**config.mk**
```make
export PLATFORM = sky130hd
export DESIGN_NAME = oven_setpoint_keypad_timer
export DESIGN_NICKNAME = d
export VERILOG_FILES = /design/src/rtl/oskt_pkg.sv /design/src/rtl/oskt_next.sv /design/src/rtl/oven_setpoint_keypad_timer.sv
export SDC_FILE = /design/constraint.sdc
export NUM_CORES = 1
export LEC_CHECK = 0
export BUFFER_PORTS_ARGS = -buffer_cell sky130_fd_sc_hd__buf_2
export CORE_ASPECT_RATIO = 0.5
export CORE_UTILIZATION = 50
export CTS_CLUSTER_SIZE = 20
export DETAILED_ROUTE_END_ITERATION = 16
export PLACE_DENSITY_LB_ADDON = 0.12
export RECOVER_POWER = 100
export SLEW_MARGIN = 25
export SYNTH_ARGS = -nofsm -noshare
export SYNTH_HDL_FRONTEND = slang
export SYNTH_HIERARCHICAL = 1
export SYNTH_SLANG_ARGS = --single-unit
```
**constraint.sdc**
```tcl
create_clock -name clk -period 12.4 [get_ports clk]
set_input_delay 0.62 -clock clk [delete_from_list [all_inputs] [get_ports clk]]
set_output_delay 0.62 -clock clk [all_outputs]
set_load 0.1 [all_outputs]
```
**src/rtl/oskt_pkg.sv**
```systemverilog
// shared types, codes and helper functions for the oven setpoint keypad timer
// no dependencies; imported by oskt_next and oven_setpoint_keypad_timer
package oskt_pkg;

	typedef logic [3:0] digit_t;
	typedef digit_t [3:0] chain_t;
	typedef digit_t [2:0] temp_dig_t;
	typedef digit_t [6:0] digs7_t;

	typedef enum logic [1:0] {
		OP_TICK    = 2'd0,
		OP_PRESS   = 2'd1,
		OP_RELEASE = 2'd2
	} op_t;

	localparam logic [1:0] CFG_TEMP_MAX = 2'd0;
	localparam logic [1:0] CFG_REPEAT   = 2'd1;
	localparam logic [1:0] CFG_TICKS    = 2'd2;
	localparam logic [1:0] CFG_BLINK    = 2'd3;

	// confirmed mode keys
	localparam logic [3:0] KEY_START = 4'd13;
	localparam logic [3:0] KEY_STOP  = 4'd14;
	localparam logic [3:0] KEY_EDIT  = 4'd15;
	// edit mode keys
	localparam logic [3:0] KEY_PLUS  = 4'd3;
	localparam logic [3:0] KEY_MINUS = 4'd7;
	localparam logic [3:0] KEY_CLEAR = 4'd11;
	localparam logic [3:0] KEY_LEFT  = 4'd13;
	localparam logic [3:0] KEY_RIGHT = 4'd14;
	localparam logic [3:0] KEY_ENTER = 4'd15;

	localparam logic [2:0] CUR_GAP      = 3'd3;
	localparam logic [2:0] CUR_SEC_TENS = 3'd6;
	localparam digit_t     SEC_TENS_LIM = 4'd6;

	localparam logic [9:0] TEMP_MAX_RST = 10'd250;
	localparam logic [5:0] REPEAT_RST   = 6'd32;
	localparam logic [7:0] TICKS_RST    = 8'd100;
	localparam logic [6:0] BLINK_RST    = 7'd64;

	// index 0 is the most significant digit of a chain
	localparam chain_t TEMP_RADIX = {4'd9, 4'd9, 4'd9, 4'd9};
	localparam chain_t TIME_RADIX = {4'd9, 4'd5, 4'd9, 4'd9};

	// temperature 020, time 00:00
	localparam digs7_t DIG_RST = {4'd0, 4'd0, 4'd0, 4'd0, 4'd0, 4'd2, 4'd0};

	typedef struct packed {
		digs7_t     dig;
		logic       edit;
		logic       run;
		logic [2:0] cur;
		logic [5:0] rep;
		logic [7:0] sec_ticks;
		logic [7:0] blink_ticks;
	} state_t;

	typedef struct packed {
		logic [9:0] temp_max;
		temp_dig_t  tmax_dig;
		logic [5:0] rep_thr;
		logic [7:0] tps;
		logic [6:0] blink_half;
	} cfg_t;

	typedef struct packed {
		logic   hit;
		digit_t val;
	} keyd_t;

	localparam state_t STATE_RST = '{
		dig: DIG_RST, edit: 1'b0, run: 1'b0, cur: 3'd0,
		rep: 6'd0, sec_ticks: 8'd0, blink_ticks: 8'd0
	};

	function automatic keyd_t key_digit(input logic [3:0] key);
		keyd_t r;
		r = '{hit: 1'b1, val: 4'd0};
		case (key)
			4'd0:    r.val = 4'd7;
			4'd1:    r.val = 4'd8;
			4'd2:    r.val = 4'd9;
			4'd4:    r.val = 4'd4;
			4'd5:    r.val = 4'd5;
			4'd6:    r.val = 4'd6;
			4'd8:    r.val = 4'd1;
			4'd9:    r.val = 4'd2;
			4'd10:   r.val = 4'd3;
			4'd12:   r.val = 4'd0;
			default: r.hit = 1'b0;
		endcase
		return r;
	endfunction

	// saturating one-unit step at digit k of a mixed-radix chain,
	// digits above lo are outside the chain
	function automatic chain_t bcd_step(input chain_t d, input chain_t mx,
			input logic [1:0] lo, input logic [1:0] k, input logic up);
		logic   all_max;
		logic   any_nz;
		logic   c;
		chain_t r;
		all_max = 1'b1;
		any_nz  = 1'b0;
		for (int i = 0; i < 4; i++) begin
			if (2'(i) >= lo && 2'(i) <= k) begin
				if (d[i] != mx[i]) all_max = 1'b0;
				if (d[i] != 4'd0) any_nz = 1'b1;
			end
		end
		r = d;
		c = up ? !all_max : any_nz;
		for (int i = 3; i >= 0; i--) begin
			if (c && 2'(i) >= lo && 2'(i) <= k) begin
				if (up) begin
					if (r[i] == mx[i]) begin
						r[i] = 4'd0;
					end else begin
						r[i] = r[i] + 4'd1;
						c = 1'b0;
					end
				end else begin
					if (r[i] == 4'd0) begin
						r[i] = mx[i];
					end else begin
						r[i] = r[i] - 4'd1;
						c = 1'b0;
					end
				end
			end
		end
		return r;
	endfunction

	// decimal digits of a 10-bit value, hundreds taken modulo ten
	function automatic temp_dig_t tmax_digits(input logic [9:0] v);
		logic [15:0] p1;
		logic [3:0]  h;
		logic [6:0]  rem;
		logic [14:0] p2;
		logic [3:0]  t;
		temp_dig_t   r;
		p1   = 16'(v) * 16'd41;
		h    = p1[15:12];
		rem  = 7'(v - 10'(h) * 10'd100);
		p2   = 15'(rem) * 15'd205;
		t    = p2[14:11];
		r[0] = (h == 4'd10) ? 4'd0 : h;
		r[1] = t;
		r[2] = 4'(rem - 7'(t) * 7'd10);
		return r;
	endfunction

	function automatic logic [9:0] temp_bin(input digs7_t d);
		return 10'(d[0]) * 10'd100 + 10'(d[1]) * 10'd10 + 10'(d[2]);
	endfunction

endpackage

```
**src/rtl/oskt_next.sv**
```systemverilog
// next-state logic for one item of the oven setpoint keypad timer
// depends on oskt_pkg
module oskt_next import oskt_pkg::*; (
	input  state_t     cur_st,
	input  cfg_t       cfg,
	input  logic [1:0] op,
	input  logic [3:0] key_code,
	output state_t     nxt_st
);

	keyd_t      kd;
	chain_t     tch;
	chain_t     sch;
	chain_t     tstep;
	chain_t     sstep;
	chain_t     cnt;
	logic [2:0] cur_r;
	logic [2:0] cur_l;
	logic [2:0] cur_inc;
	logic [2:0] cur_dec;
	logic [7:0] bt_inc;
	logic [7:0] st_inc;
	logic [5:0] rep_inc;
	logic       up;
	logic       time_zero;
	logic       cnt_zero;

	assign kd = key_digit(key_code);

	assign tch = {cur_st.dig[2], cur_st.dig[1], cur_st.dig[0], 4'd0};
	assign sch = {cur_st.dig[6], cur_st.dig[5], cur_st.dig[4], cur_st.dig[3]};

	assign up    = (key_code == KEY_PLUS);
	assign tstep = bcd_step(tch, TEMP_RADIX, 2'd1, cur_st.cur[1:0] + 2'd1, up);
	assign sstep = bcd_step(sch, TIME_RADIX, 2'd0, cur_st.cur[1:0], up);
	assign cnt   = bcd_step(sch, TIME_RADIX, 2'd0, 2'd3, 1'b0);

	assign time_zero = (sch == '0);
	assign cnt_zero  = (cnt == '0);

	// cursor moves skip the gap between temperature and time
	assign cur_inc = cur_st.cur + 3'd1;
	assign cur_dec = cur_st.cur - 3'd1;
	assign cur_r   = (cur_inc == CUR_GAP) ? cur_inc + 3'd1 : cur_inc;
	assign cur_l   = (cur_dec == CUR_GAP) ? cur_dec - 3'd1 : cur_dec;

	assign bt_inc  = cur_st.blink_ticks + 8'd1;
	assign st_inc  = cur_st.sec_ticks + 8'd1;
	assign rep_inc = cur_st.rep + 6'd1;

	always_comb begin
		nxt_st = cur_st;
		case (op_t'(op))
			OP_TICK: begin
				if (cur_st.edit) begin
					nxt_st.blink_ticks = (bt_inc >= {cfg.blink_half, 1'b0}) ? 8'd0 : bt_inc;
				end
				if (cur_st.run) begin
					if (st_inc >= cfg.tps) begin
						nxt_st.sec_ticks = 8'd0;
						if (time_zero) begin
							nxt_st.run = 1'b0;
						end else begin
							nxt_st.dig[3] = cnt[0];
							nxt_st.dig[4] = cnt[1];
							nxt_st.dig[5] = cnt[2];
							nxt_st.dig[6] = cnt[3];
							if (cnt_zero) nxt_st.run = 1'b0;
						end
					end else begin
						nxt_st.sec_ticks = st_inc;
					end
				end
			end
			OP_PRESS: begin
				if (!cur_st.edit) begin
					case (key_code)
						KEY_START: nxt_st.run  = 1'b1;
						KEY_STOP:  nxt_st.run  = 1'b0;
						KEY_EDIT:  nxt_st.edit = 1'b1;
						default: ;
					endcase
				end else if (kd.hit) begin
					// seconds tens digit refuses six and up
					if (!(cur_st.cur == CUR_SEC_TENS && kd.val >= SEC_TENS_LIM)) begin
						if (cur_st.cur != CUR_GAP) begin
							nxt_st.dig[cur_st.cur[2] ? cur_st.cur - 3'd1 : cur_st.cur] = kd.val;
						end
						nxt_st.cur = cur_r;
					end
				end else begin
					case (key_code)
						KEY_PLUS, KEY_MINUS: begin
							nxt_st.rep = rep_inc;
							if (rep_inc == cfg.rep_thr) begin
								nxt_st.rep = 6'd0;
								if (cur_st.cur[2]) begin
									nxt_st.dig[3] = sstep[0];
									nxt_st.dig[4] = sstep[1];
									nxt_st.dig[5] = sstep[2];
									nxt_st.dig[6] = sstep[3];
								end else if (cur_st.cur != CUR_GAP) begin
									nxt_st.dig[0] = tstep[1];
									nxt_st.dig[1] = tstep[2];
									nxt_st.dig[2] = tstep[3];
								end
							end
						end
						KEY_CLEAR: nxt_st.dig = DIG_RST;
						KEY_LEFT:  nxt_st.cur = cur_l;
						KEY_RIGHT: nxt_st.cur = cur_r;
						KEY_ENTER: begin
							if (temp_bin(cur_st.dig) > cfg.temp_max) begin
								nxt_st.dig[0] = cfg.tmax_dig[0];
								nxt_st.dig[1] = cfg.tmax_dig[1];
								nxt_st.dig[2] = cfg.tmax_dig[2];
							end
							nxt_st.edit = 1'b0;
						end
						default: ;
					endcase
				end
			end
			OP_RELEASE: nxt_st.rep = 6'd0;
			default: ;
		endcase
	end

endmodule

```
**src/rtl/oven_setpoint_keypad_timer.sv**
```systemverilog
// top level of the oven setpoint keypad timer: input register, state/result register
// depends on oskt_pkg and oskt_next
//
// usage:
// - input channel (in_valid, in_stall, op, key_code) carries tick, key press and
//   key release events; each event gives exactly one result item
// - output channel (out_valid, out_stall) shows the digits, mode, cursor and blink
//   state after the event
// - flow: an accepted item waits in the input register, then enters the state register
//   when no result is pending or it is taken; one item per cycle sustained while the
//   receiver does not stall, set by the single state update path between the registers
// - the state register is the result register; while the receiver stalls the
//   result holds, and one more item waits in the input register before in_stall rises
// - the user must write configuration (cfg_we, cfg_index, cfg_wdata) only while idle;
//   unenforced; the temp clamp is also kept as decimal digits, converted at the write
// - reset: setpoint 020 and 00:00, confirmed mode, stopped, cursor 0, counters clear,
//   registers back to 250, 32, 100 and 64; no item is pending
module oven_setpoint_keypad_timer import oskt_pkg::*; (
	input  logic       clk,
	input  logic       arst_n,
	input  logic       in_valid,
	output logic       in_stall,
	input  logic [1:0] op,
	input  logic [3:0] key_code,
	output logic       out_valid,
	input  logic       out_stall,
	output logic [3:0] temp_hundreds,
	output logic [3:0] temp_tens,
	output logic [3:0] temp_ones,
	output logic [3:0] minute_tens,
	output logic [3:0] minute_ones,
	output logic [2:0] second_tens,
	output logic [3:0] second_ones,
	output logic       running,
	output logic       editing,
	output logic [2:0] cursor,
	output logic       blank_cursor,
	input  logic       cfg_we,
	input  logic [1:0] cfg_index,
	input  logic [9:0] cfg_wdata
);

	cfg_t       cfg_q;
	state_t     st_q;
	state_t     st_d;
	logic       valid_s1;
	logic [1:0] op_s1;
	logic [3:0] key_s1;
	logic       out_valid_q;
	logic       blank_q;
	logic       adv;
	logic       take;

	assign adv      = valid_s1 && (!out_valid_q || !out_stall);
	assign in_stall = valid_s1 && out_valid_q && out_stall;
	assign take     = in_valid && !in_stall;

	always_ff @(posedge clk or negedge arst_n) begin
		if (!arst_n) begin
			cfg_q.temp_max   <= TEMP_MAX_RST;
			cfg_q.tmax_dig   <= tmax_digits(TEMP_MAX_RST);
			cfg_q.rep_thr    <= REPEAT_RST;
			cfg_q.tps        <= TICKS_RST;
			cfg_q.blink_half <= BLINK_RST;
		end else if (cfg_we) begin
			case (cfg_index)
				CFG_TEMP_MAX: begin
					cfg_q.temp_max <= cfg_wdata;
					cfg_q.tmax_dig <= tmax_digits(cfg_wdata);
				end
				CFG_REPEAT: cfg_q.rep_thr    <= cfg_wdata[5:0];
				CFG_TICKS:  cfg_q.tps        <= cfg_wdata[7:0];
				CFG_BLINK:  cfg_q.blink_half <= cfg_wdata[6:0];
				default: ;
			endcase
		end
	end

	always_ff @(posedge clk or negedge arst_n) begin
		if (!arst_n) begin
			valid_s1 <= 1'b0;
		end else if (take) begin
			valid_s1 <= 1'b1;
		end else if (adv) begin
			valid_s1 <= 1'b0;
		end
	end

	always_ff @(posedge clk) begin
		if (take) begin
			op_s1  <= op;
			key_s1 <= key_code;
		end
	end

	oskt_next u_next (
		.cur_st   (st_q),
		.cfg      (cfg_q),
		.op       (op_s1),
		.key_code (key_s1),
		.nxt_st   (st_d)
	);

	always_ff @(posedge clk or negedge arst_n) begin
		if (!arst_n) begin
			st_q        <= STATE_RST;
			blank_q     <= 1'b0;
			out_valid_q <= 1'b0;
		end else if (adv) begin
			st_q        <= st_d;
			blank_q     <= st_d.edit && (st_d.blink_ticks >= {1'b0, cfg_q.blink_half});
			out_valid_q <= 1'b1;
		end else if (!out_stall) begin
			out_valid_q <= 1'b0;
		end
	end

	assign out_valid     = out_valid_q;
	assign temp_hundreds = st_q.dig[0];
	assign temp_tens     = st_q.dig[1];
	assign temp_ones     = st_q.dig[2];
	assign minute_tens   = st_q.dig[3];
	assign minute_ones   = st_q.dig[4];
	assign second_tens   = st_q.dig[5][2:0];
	assign second_ones   = st_q.dig[6];
	assign running       = st_q.run;
	assign editing       = st_q.edit;
	assign cursor        = st_q.cur;
	assign blank_cursor  = blank_q;

endmodule

```
==> flow_summary.yaml, run 1 <==
sta:
  skew_ns: 0.0137
  max_freq_mhz: 112
  finalSetupTns_ns: 0
  finalHoldViolations: 0
  fin_crit_ns: 8.91
  slew_headroom: -1.58
  drv_slew: 103
  setup_violations: 0
  rsz0062_at_grt: "no"
  fin_crit_sh: 0.718
  worstMarginPinSlew_ns: 3.87
  hold_ws_ns: 0.398
power_and_ir_drop:
  comb_power_share: 0.742
  peakVddDrop_v: 0.000277
  power.switching_mw: 1.72
  pwr-share-seq: 0.158
  intPower_mw: 1.54
  pwr_density_cell_mw_per_mm2: 247
  p_leak_nw: 6.21
  swShare: 0.529
  p_clk_frac: 0.100
route:
  drt_iter0_markers: 1225
  drt-pass1-iter-count: 6
  vias: 12100
  ant_nets: 0
  via_per_inst: 6.18
  drc: 0
  wl_per_cell_um: 19.5
  wl_um: 38300
logic_synthesis:
  ys.flop_type: "dfrtp_1"
  syn-cell-area_mm2: 0.0127
  synth_area_per_cell_um2: 7.71
  synth.distinct_cells: 103
  async_reset_ff_frac: 0.943
  syn_inst: 1647
  ys_seq_area_frac: 0.213
  synth_seq_cells: 106
  syn-num-nets: 1854
  synth-edff-count: 6
  yosys_warnings: 6
setup_path:
  cpMaxStageDelayCell: "fa_1"
  cp_max_fo: 10
  worstSetupPathType: "in2reg"
  cp-start-kind: "input port"
  r2r_start: "temp_tens[3]$_DFFE_PN0P_"
  critPathArrivalTime_ns: 9.20
  critPathBufInv: 5
  critPathMostFrequentCell: "ha_1"
  crit_required_ns: 12.70
  worstSetupStartpoint: "cfg_wdata[4]"
  end_kind: "register"
  crit_family: "adder cells"
  max_stage_delay_ns: 0.50
clocking:
  cts_setup_buffers: 0
  cts_made_buffers: 9
  cts_hold_buf: 0
  cts_max_path_buffers: 2
  post_cts_resized: 0
  htreeDepth: 3
  root_buffer: "clkbuf_16"
  cts_tree: "done"
  worstSkewPairLatency_ns: 0.39
  clock_sinks: 106
  clk_pin_slew_ns: 0.09
placement:
  post-dp-hpwl_um: 28000
  portBuffers: 57
  placed_cell_area_mm2: 0.0130
  gp_congestion: 0.967
outcome:
  outcome: "finished, violations left"
  violations: "capacitance limit, slew limit"
global_routing:
  grt_pass1_vias: 11500
  grt_usage: 0.305
  grt_pass1_wl_um: 62300
  grt_max_degree: 73
  antenna_found_initial: 0
  overflow: 0
die:
  start_util: 0.519
  core_mm2: 0.0245
  die_h_um: 115
  row_count: 40
  dieWidth_um: 227
  ioPinCount: 58
  dieArea_mm2: 0.0261
final_layout:
  final_util: 0.540
  final_common_cell: "nand2_1"
  drive_gt1_frac: 0.0663
  final_nets: 1831
  antenna_cells: 0
  mostFrequentLayoutCells: "nand2_1 (324), ha_1 (165), inv_1 (118), o21ai_0 (98), dfrtp_1 (85)"
  fin_area_mm2: 0.0132
  fillers: 2409
  area_growth_pct: 4.12
hold_path:
  hp-class: "in2reg"
  min_from: "op[1]"
run:
  max_cap_violations: 2
[synthesized netlist by cell type, drive strengths merged (10+ instances only)]
library cell,count,area (um2)
a21o,15,113
o21ai,102,510
and3,14,87.6
ha,165,2060
o31ai,22,165
mux2i,11,110
dfstp,15,394
inv,120,450
nor3,21,105
a31oi,36,225
nand3,62,310
xor2,19,174
nor3b,11,82.6
a211oi,17,150
nand2,325,1220
buf,44,287
mux2,15,169
o211ai,15,113
nor2,83,312
clkbuf,66,248
nor2b,10,62.6
xnor2,35,314
o22ai,11,68.8
and2,14,87.6
nand2b,21,131
fa,19,380
a21oi,83,415
nand4,17,128
dfrtp,85,2130
[worst register-to-register path: cells and delay by family, from the launching register on]
kind	cells	cell delay [ns]
AO/OA/AOI/OAI	8	1.76
XOR/XNOR	1	0.15
adder cells (fa/ha/maj)	6	1.97
buffers and inverters	1	0.06
flip-flops	1	0.72
AND/OR/NAND/NOR	4	0.84
[metal layers]
metal,part of all wire,GRT usage,routed length [um]
met1,0.47,0.428,18100
met2,0.44,0.476,16700
met3,0.070,0.0541,2700
met4,0.021,0.0935,786
met5,0,0,0
[registers in the layout, summed over array words and instances, names as in the netlist]
| name | count |
|---|---|
| cfg_q | 42 |
| st_q | 23 |
| key_s1 | 4 |
| minute_ones | 4 |
| minute_tens | 4 |
| second_ones | 4 |
| temp_hundreds | 4 |
| temp_ones | 4 |
| temp_tens | 4 |
| cursor | 3 |
| second_tens | 3 |
| op_s1 | 2 |
| blank_cursor | 1 |
| editing | 1 |
| out_valid | 1 |
| running | 1 |
| valid_s1 | 1 |
[power by group through the flow]
stage | clock [mW] | sequential [mW] | combinational [mW]
after floorplan | 0 | 0.502 | 1.95
final | 0.325 | 0.516 | 2.42
after detailed placement | 0 | 0.522 | 2.44
after global placement | 0 | 0.520 | 2.36
after global routing | 0.343 | 0.528 | 2.77
after CTS | 0.335 | 0.515 | 2.48
[kinds of logic after synthesis]
group	count (synthesis)	synth area share
AND/OR/NAND/NOR	617	0.225
buffers and inverters	232	0.0781
XOR/XNOR	55	0.0402
AO/OA/AOI/OAI	424	0.227
multiplexers	26	0.0220
flip-flops	106	0.213
adder cells (fa/ha/maj)	187	0.195
[per-stage QoR]
| stage | instances | setup WS, ns | power [mW] |
|---|---|---|---|
| floorplan | 1647 | 4.32 | 2.45 |
| global placement | 1949 | 3.82 | 2.88 |
| detailed placement | 1949 | 3.61 | 2.96 |
| CTS | 1965 | 3.95 | 3.33 |
| global route | 1965 | 2.86 | 3.65 |
| finish | 1965 | 3.49 | 3.26 |
[final timing paths]
path | endpoint | slack [ns] | depth (start not counted)
worst max register to register | temp_hundreds[2]$_DFFE_PN0P_ | 6.80 | 20
max in group asynchronous | editing$_DFFE_PN0P_ | 7.29 | 2
worst min register to register | cfg_q[40]$_DFFE_PN1P_ | 0.46 | 2
worst min-delay path | op_s1[1]$_DFFE_PP_ | 0.40 | 1
min in group asynchronous | minute_ones[1]$_DFFE_PN0P_ | 0.68 | 1
worst max-delay path | cfg_q[32]$_DFFE_PN0P_ | 3.49 | 36
[layout make-up]
type / count / area (um2) / share of cell area
clock inverters: 7 / 91.3 / 0.00691
flip-flops and latches: 106 / 2700 / 0.204
clock buffers: 9 / 225 / 0.0170
repair buffers: 76 / 364 / 0.0275
well taps: 336 / 420 / 0.0318
multi-input cells: 1309 / 8960 / 0.678
inverters: 122 / 458 / 0.0346
(Power assumes the default switching activity.)
==> run 2, diff against run 1 <==
- clock period: 12.4 -> 7.7 ns (I/O delays scaled with it)
==> run 2 against run 1 <==
  * The run ends with capacitance limit, slew limit, setup timing left
  * Routed wire length is 3.4% higher
  * Final area is 8.1% higher
  * Power is 120% higher
  * Worst setup slack worse by 3.6 ns
  * Via count is 3.3% higher
  * Non-clock buffer count is 59 higher
  * Clock skew is 0.0018 ns higher
  * Count of clock-buffer cells in the layout stayed put
  * Clock power is 49% higher
  * Combinational power is 140% higher
  * Sequential share of layout area is 1.5 points lower
==> flow_summary.yaml, run 2 (synthesis gave the netlist of run 1 again) <==
outcome:
  outcome: "finished, violations left"
  violations: "capacitance limit, slew limit, setup timing"
global_routing:
  grt_max_degree: 65
  grt_pass1_vias: 11700
  grt_usage: 0.305
  overflow: 0
  antenna_found_initial: 0
  grt_pass1_wl_um: 62400
route:
  drc: 0
  drt-pass1-iter-count: 6
  via_per_inst: 6.20
  wl_per_cell_um: 19.6
  drt_iter0_markers: 1264
  ant_nets: 0
  vias: 12500
  wl_um: 39600
placement:
  gp_congestion: 1.02
  placed_cell_area_mm2: 0.0134
  portBuffers: 57
  post-dp-hpwl_um: 28500
clocking:
  cts_max_path_buffers: 2
  clk_pin_slew_ns: 0.07
  cts_made_buffers: 9
  clock_sinks: 106
  htreeDepth: 3
  root_buffer: "clkbuf_16"
  cts_tree: "done"
  worstSkewPairLatency_ns: 0.39
die:
  die_h_um: 115
  start_util: 0.519
  dieArea_mm2: 0.0261
  core_mm2: 0.0245
  ioPinCount: 58
  row_count: 40
  dieWidth_um: 227
setup_path:
  worstSetupPathType: "in2reg"
  crit_required_ns: 8.00
  critPathMostFrequentCell: "ha_4"
  cp_max_fo: 5
  cpMaxStageDelayCell: "fa_1"
  end_kind: "register"
  critPathBufInv: 7
  max_stage_delay_ns: 0.50
  crit_family: "adder cells"
  critPathArrivalTime_ns: 8.06
  cp-start-kind: "input port"
run:
  max_cap_violations: 2
final_layout:
  largest-register: "cfg_q"
  largest_reg_flops: 42
  area_growth_pct: 12.5
  final_nets: 1890
  fin_area_mm2: 0.0143
  top_regs: "cfg_q x42, st_q x23"
  drive_gt1_frac: 0.140
  mostFrequentLayoutCells: "nand2_1 (322), ha_1 (138), inv_1 (113), o21ai_0 (93), dfrtp_1 (85)"
  antenna_cells: 0
  final_common_cell: "nand2_1"
sta:
  fin_ws_ns: -0.0566
  setup_violations: 1
  drv_slew: 103
  finalHoldViolations: 0
  fin_crit_sh: 1.01
  max_freq_mhz: 129
  worstMarginPinSlew_ns: 3.49
  slew_headroom: -1.33
  skew_ns: 0.0155
  fin_crit_ns: 7.76
  rsz0062_at_grt: "yes"
power_and_ir_drop:
  swShare: 0.481
  comb_power_share: 0.816
  pwr_density_cell_mw_per_mm2: 504
  p_total_mw: 7.21
  peakVddDrop_v: 0.000691
  power.switching_mw: 3.46
  pwr-share-seq: 0.117
  intPower_mw: 3.74
  p_leak_nw: 6.56
  p_clk_frac: 0.067
hold_path:
  hp-class: "in2reg"
## run 2: worst paths after layout
check                           slack [ns]                            to                     start  cells after the start
max in group asynchronous             2.33         cfg_q[19]$_DFFE_PN0P_                    arst_n                      3
worst min-delay path                  0.18            op_s1[0]$_DFFE_PP_                     op[0]                      1
worst min register to register        0.46         cfg_q[40]$_DFFE_PN1P_     cfg_q[40]$_DFFE_PN1P_                      2
worst max register to register        2.28  temp_hundreds[1]$_DFFE_PN0P_  temp_tens[3]$_DFFE_PN0P_                     20
min in group asynchronous             1.16    minute_ones[3]$_DFFE_PN0P_                    arst_n                      2
worst max-delay path                 -0.06         cfg_q[32]$_DFFE_PN0P_              cfg_wdata[6]                     36
## run 2: per-stage QoR
step	util	setup TNS, ns	hold WS (ns)	std cells	setup WS, ns
2_1_floorplan	-	0	0.0894	1647	0.00886
3_3_place_gp	0.547	-0.444	0.381	1993	-0.352
3_5_place_dp	0.547	-1.42	0.388	1993	-0.736
4_1_cts	0.569	0	0.161	2020	0.0237
5_1_grt	0.584	-0.340	0.161	2024	-0.305
6_report	0.584	-0.0566	0.177	2024	-0.0566
## run 2: layout make-up
class	count	area, um2
fill	2222	10200
multi-input combinational	1309	9560
sequential	106	2700
timing repair buffer	135	848
inverter	122	458
tap	336	420
clock buffer	9	225
clock inverter	7	67.6
## run 2: repair_timing
item | 4_1_cts | 5_1_grt
hold endpoints to repair | 28 | 0
endpoints found under the setup margin | 2 | 3
pin swaps | 20 | 45
hold buffers | 1 | 0
buffers inserted | 10 | 4
resized for setup | 20 | 57
## run 2: worst reg2reg max path: cells and delay by family, from the launching register on
kind / cells / cell delay [ns]
compound gates: 8 / 1.65
xor+xnor: 1 / 0.15
fa+ha+maj: 6 / 1.99
buf+inv: 1 / 0.06
flops: 1 / 0.68
simple gates: 4 / 0.83
## run 2: power by group through the flow
stage | logic (mW) | registers (mW) | clock network, mW
detailed placement | 4.48 | 0.846 | 0
global route | 6.46 | 0.857 | 0.516
finish | 5.88 | 0.840 | 0.484
floorplan | 3.23 | 0.808 | 0
CTS | 5.00 | 0.835 | 0.499
global placement | 4.27 | 0.842 | 0
## run 2: routing by layer
| layer | vias up | wire length [um] | GRT usage |
|---|---|---|---|
| li1 | 5897 | - | - |
| met1 | 6012 | 18400 | 0.429 |
| met2 | 548 | 17300 | 0.475 |
| met3 | 83 | 2960 | 0.0577 |
| met4 | 0 | 928 | 0.0886 |
| met5 | - | 0 | 0 |
==> run 3, diff against run 2 <==
- CAP_MARGIN: unset -> 20
- PLACE_DENSITY: unset -> 0.74
- PLACE_DENSITY_LB_ADDON: 0.12 -> unset
- clock period: 7.7 -> 6.2 ns (I/O delays scaled with it)
==> run 3 against run 2 <==
  * The flow still finishes with violations (capacitance limit, slew limit, setup timing)
  * Sequential power grew 21%
  * First-iteration DRC count grew 29%
  * Clock skew shrank 0.0042 ns
  * Clock power grew 21%
  * Final area is essentially flat
  * Global-route usage shrank 1.8 points
  * Via count shrank 1.0%
==> flow_summary.yaml, run 3 (synthesis gave the netlist of run 1 again) <==
final_layout:
  mostFrequentLayoutCells: "nand2_1 (323), ha_1 (145), inv_1 (113), o21ai_0 (94), dfrtp_1 (85)"
  final_common_cell: "nand2_1"
  area_growth_pct: 12.5
  final_nets: 1903
  largest_reg_flops: 42
  drive_gt1_frac: 0.142
  largest-register: "cfg_q"
  top_regs: "cfg_q x42, st_q x23"
  fillers: 2240
route:
  drt_iter0_markers: 1634
  drt-pass1-iter-count: 7
  drc: 0
  via_per_inst: 6.09
  ant_nets: 0
  vias: 12400
  wl_per_cell_um: 18.1
  wl_um: 37000
clocking:
  htreeDepth: 3
  worstSkewPairLatency_ns: 0.37
  cts_max_path_buffers: 2
  cts_tree: "done"
  clk_pin_slew_ns: 0.08
  clock_sinks: 106
  root_buffer: "clkbuf_16"
  cts_made_buffers: 9
global_routing:
  overflow: 0
  grt_max_degree: 80
  grt_usage: 0.287
  grt_pass1_wl_um: 59400
  grt_pass1_vias: 11300
  antenna_found_initial: 3
placement:
  portBuffers: 57
  gp_congestion: 0.981
  post-dp-hpwl_um: 27000
setup_path:
  critPathMostFrequentCell: "ha_4"
  critPathBufInv: 5
  end_kind: "register"
  cpMaxStageDelayCell: "fa_1"
  cp_max_fo: 3
  critPathArrivalTime_ns: 7.73
  cp-start-kind: "input port"
  crit_family: "adder cells"
  crit_required_ns: 6.49
  max_stage_delay_ns: 0.54
  worstSetupPathType: "in2reg"
power_and_ir_drop:
  pwr_density_cell_mw_per_mm2: 602
  p_total_mw: 8.60
  peakVddDrop_v: 0.000868
  p_leak_nw: 6.62
die:
  dieArea_mm2: 0.0261
  core_mm2: 0.0245
  ioPinCount: 58
  start_util: 0.519
  dieWidth_um: 227
  row_count: 40
  die_h_um: 115
sta:
  skew_ns: 0.0113
  finalHoldViolations: 0
  fin_crit_ns: 7.44
  max_freq_mhz: 134
  fin_ws_ns: -1.24
  finalSetupTns_ns: -5.89
  worstMarginPinSlew_ns: 4.30
  slew_headroom: -1.86
  drv_slew: 80
  rsz0062_at_grt: "yes"
  fin_crit_sh: 1.20
  setup_violations: 7
hold_path:
  hp-class: "in2reg"
run:
  max_cap_violations: 1
outcome:
  outcome: "finished, violations left"
  violations: "capacitance limit, slew limit, setup timing"
[run 3: layout make-up]
cell class / count / area (um2) / share of cell area
clock buffers: 12 / 246 / 0.0173
well taps: 336 / 420 / 0.0294
repair buffers: 148 / 956 / 0.0669
diodes: 1 / 2.50 / 0.000175
multi-input cells: 1309 / 9470 / 0.663
inverters: 122 / 458 / 0.0321
clock inverters: 4 / 33.8 / 0.00236
flip-flops and latches: 106 / 2700 / 0.189
[run 3: where the power goes]
group	leakage [nW]	internal [mW]	total [mW]	switching [mW]
Combinational	5.14	3.34	7.00	3.66
Sequential	1.34	0.838	1.02	0.181
Clock	0.139	0.290	0.584	0.294
[run 3: timing repair]
item,in CTS,in global routing
endpoints found under the setup margin,7,7
endpoints found under the hold margin,16,0
setup buffers,10,3
pin swaps,36,12
resized for setup,39,9
hold buffers,1,0
[run 3: path summary, 6_finish.rpt]
| kind | start | endpoint | slack (ns) | cells after the start |
|---|---|---|---|---|
| hold / removal | op[1] | op_s1[1]$_DFFE_PP_ | 0.11 | 1 |
| max in group asynchronous | arst_n | minute_ones[3]$_DFFE_PN0P_ | 0.75 | 3 |
| setup / recovery | cfg_wdata[1] | cfg_q[32]$_DFFE_PN0P_ | -1.24 | 35 |
| setup reg to reg | temp_tens[3]$_DFFE_PN0P_ | temp_tens[1]$_DFFE_PN1P_ | 0.49 | 20 |
| min in group asynchronous | arst_n | temp_hundreds[2]$_DFFE_PN0P_ | 0.76 | 2 |
| hold reg to reg | cfg_q[39]$_DFFE_PN1P_ | cfg_q[39]$_DFFE_PN1P_ | 0.46 | 2 |
[run 3: metrics by stage]
step / hold slack, ns / worst slack, ns / util / instance area, um2 / instances
3_3_place_gp: 0.228 / -1.59 / 0.560 / 13700 / 2007
2_1_floorplan: 0.0144 / -1.22 / - / 12900 / 1647
3_5_place_dp: 0.233 / -1.73 / 0.560 / 13700 / 2007
5_1_grt: 0.100 / -1.53 / 0.584 / 14300 / 2037
6_report: 0.110 / -1.24 / 0.584 / 14300 / 2038
4_1_cts: 0.102 / -1.09 / 0.584 / 14300 / 2034
[run 3: per-layer routing]
metal	vias up	share of wire	global-route usage
met3	57	0.086	0.0588
met4	4	0.015	0.0626
li1	5922	-	-
met2	522	0.44	0.446
met5	-	0.00068	0
met1	5906	0.46	0.410
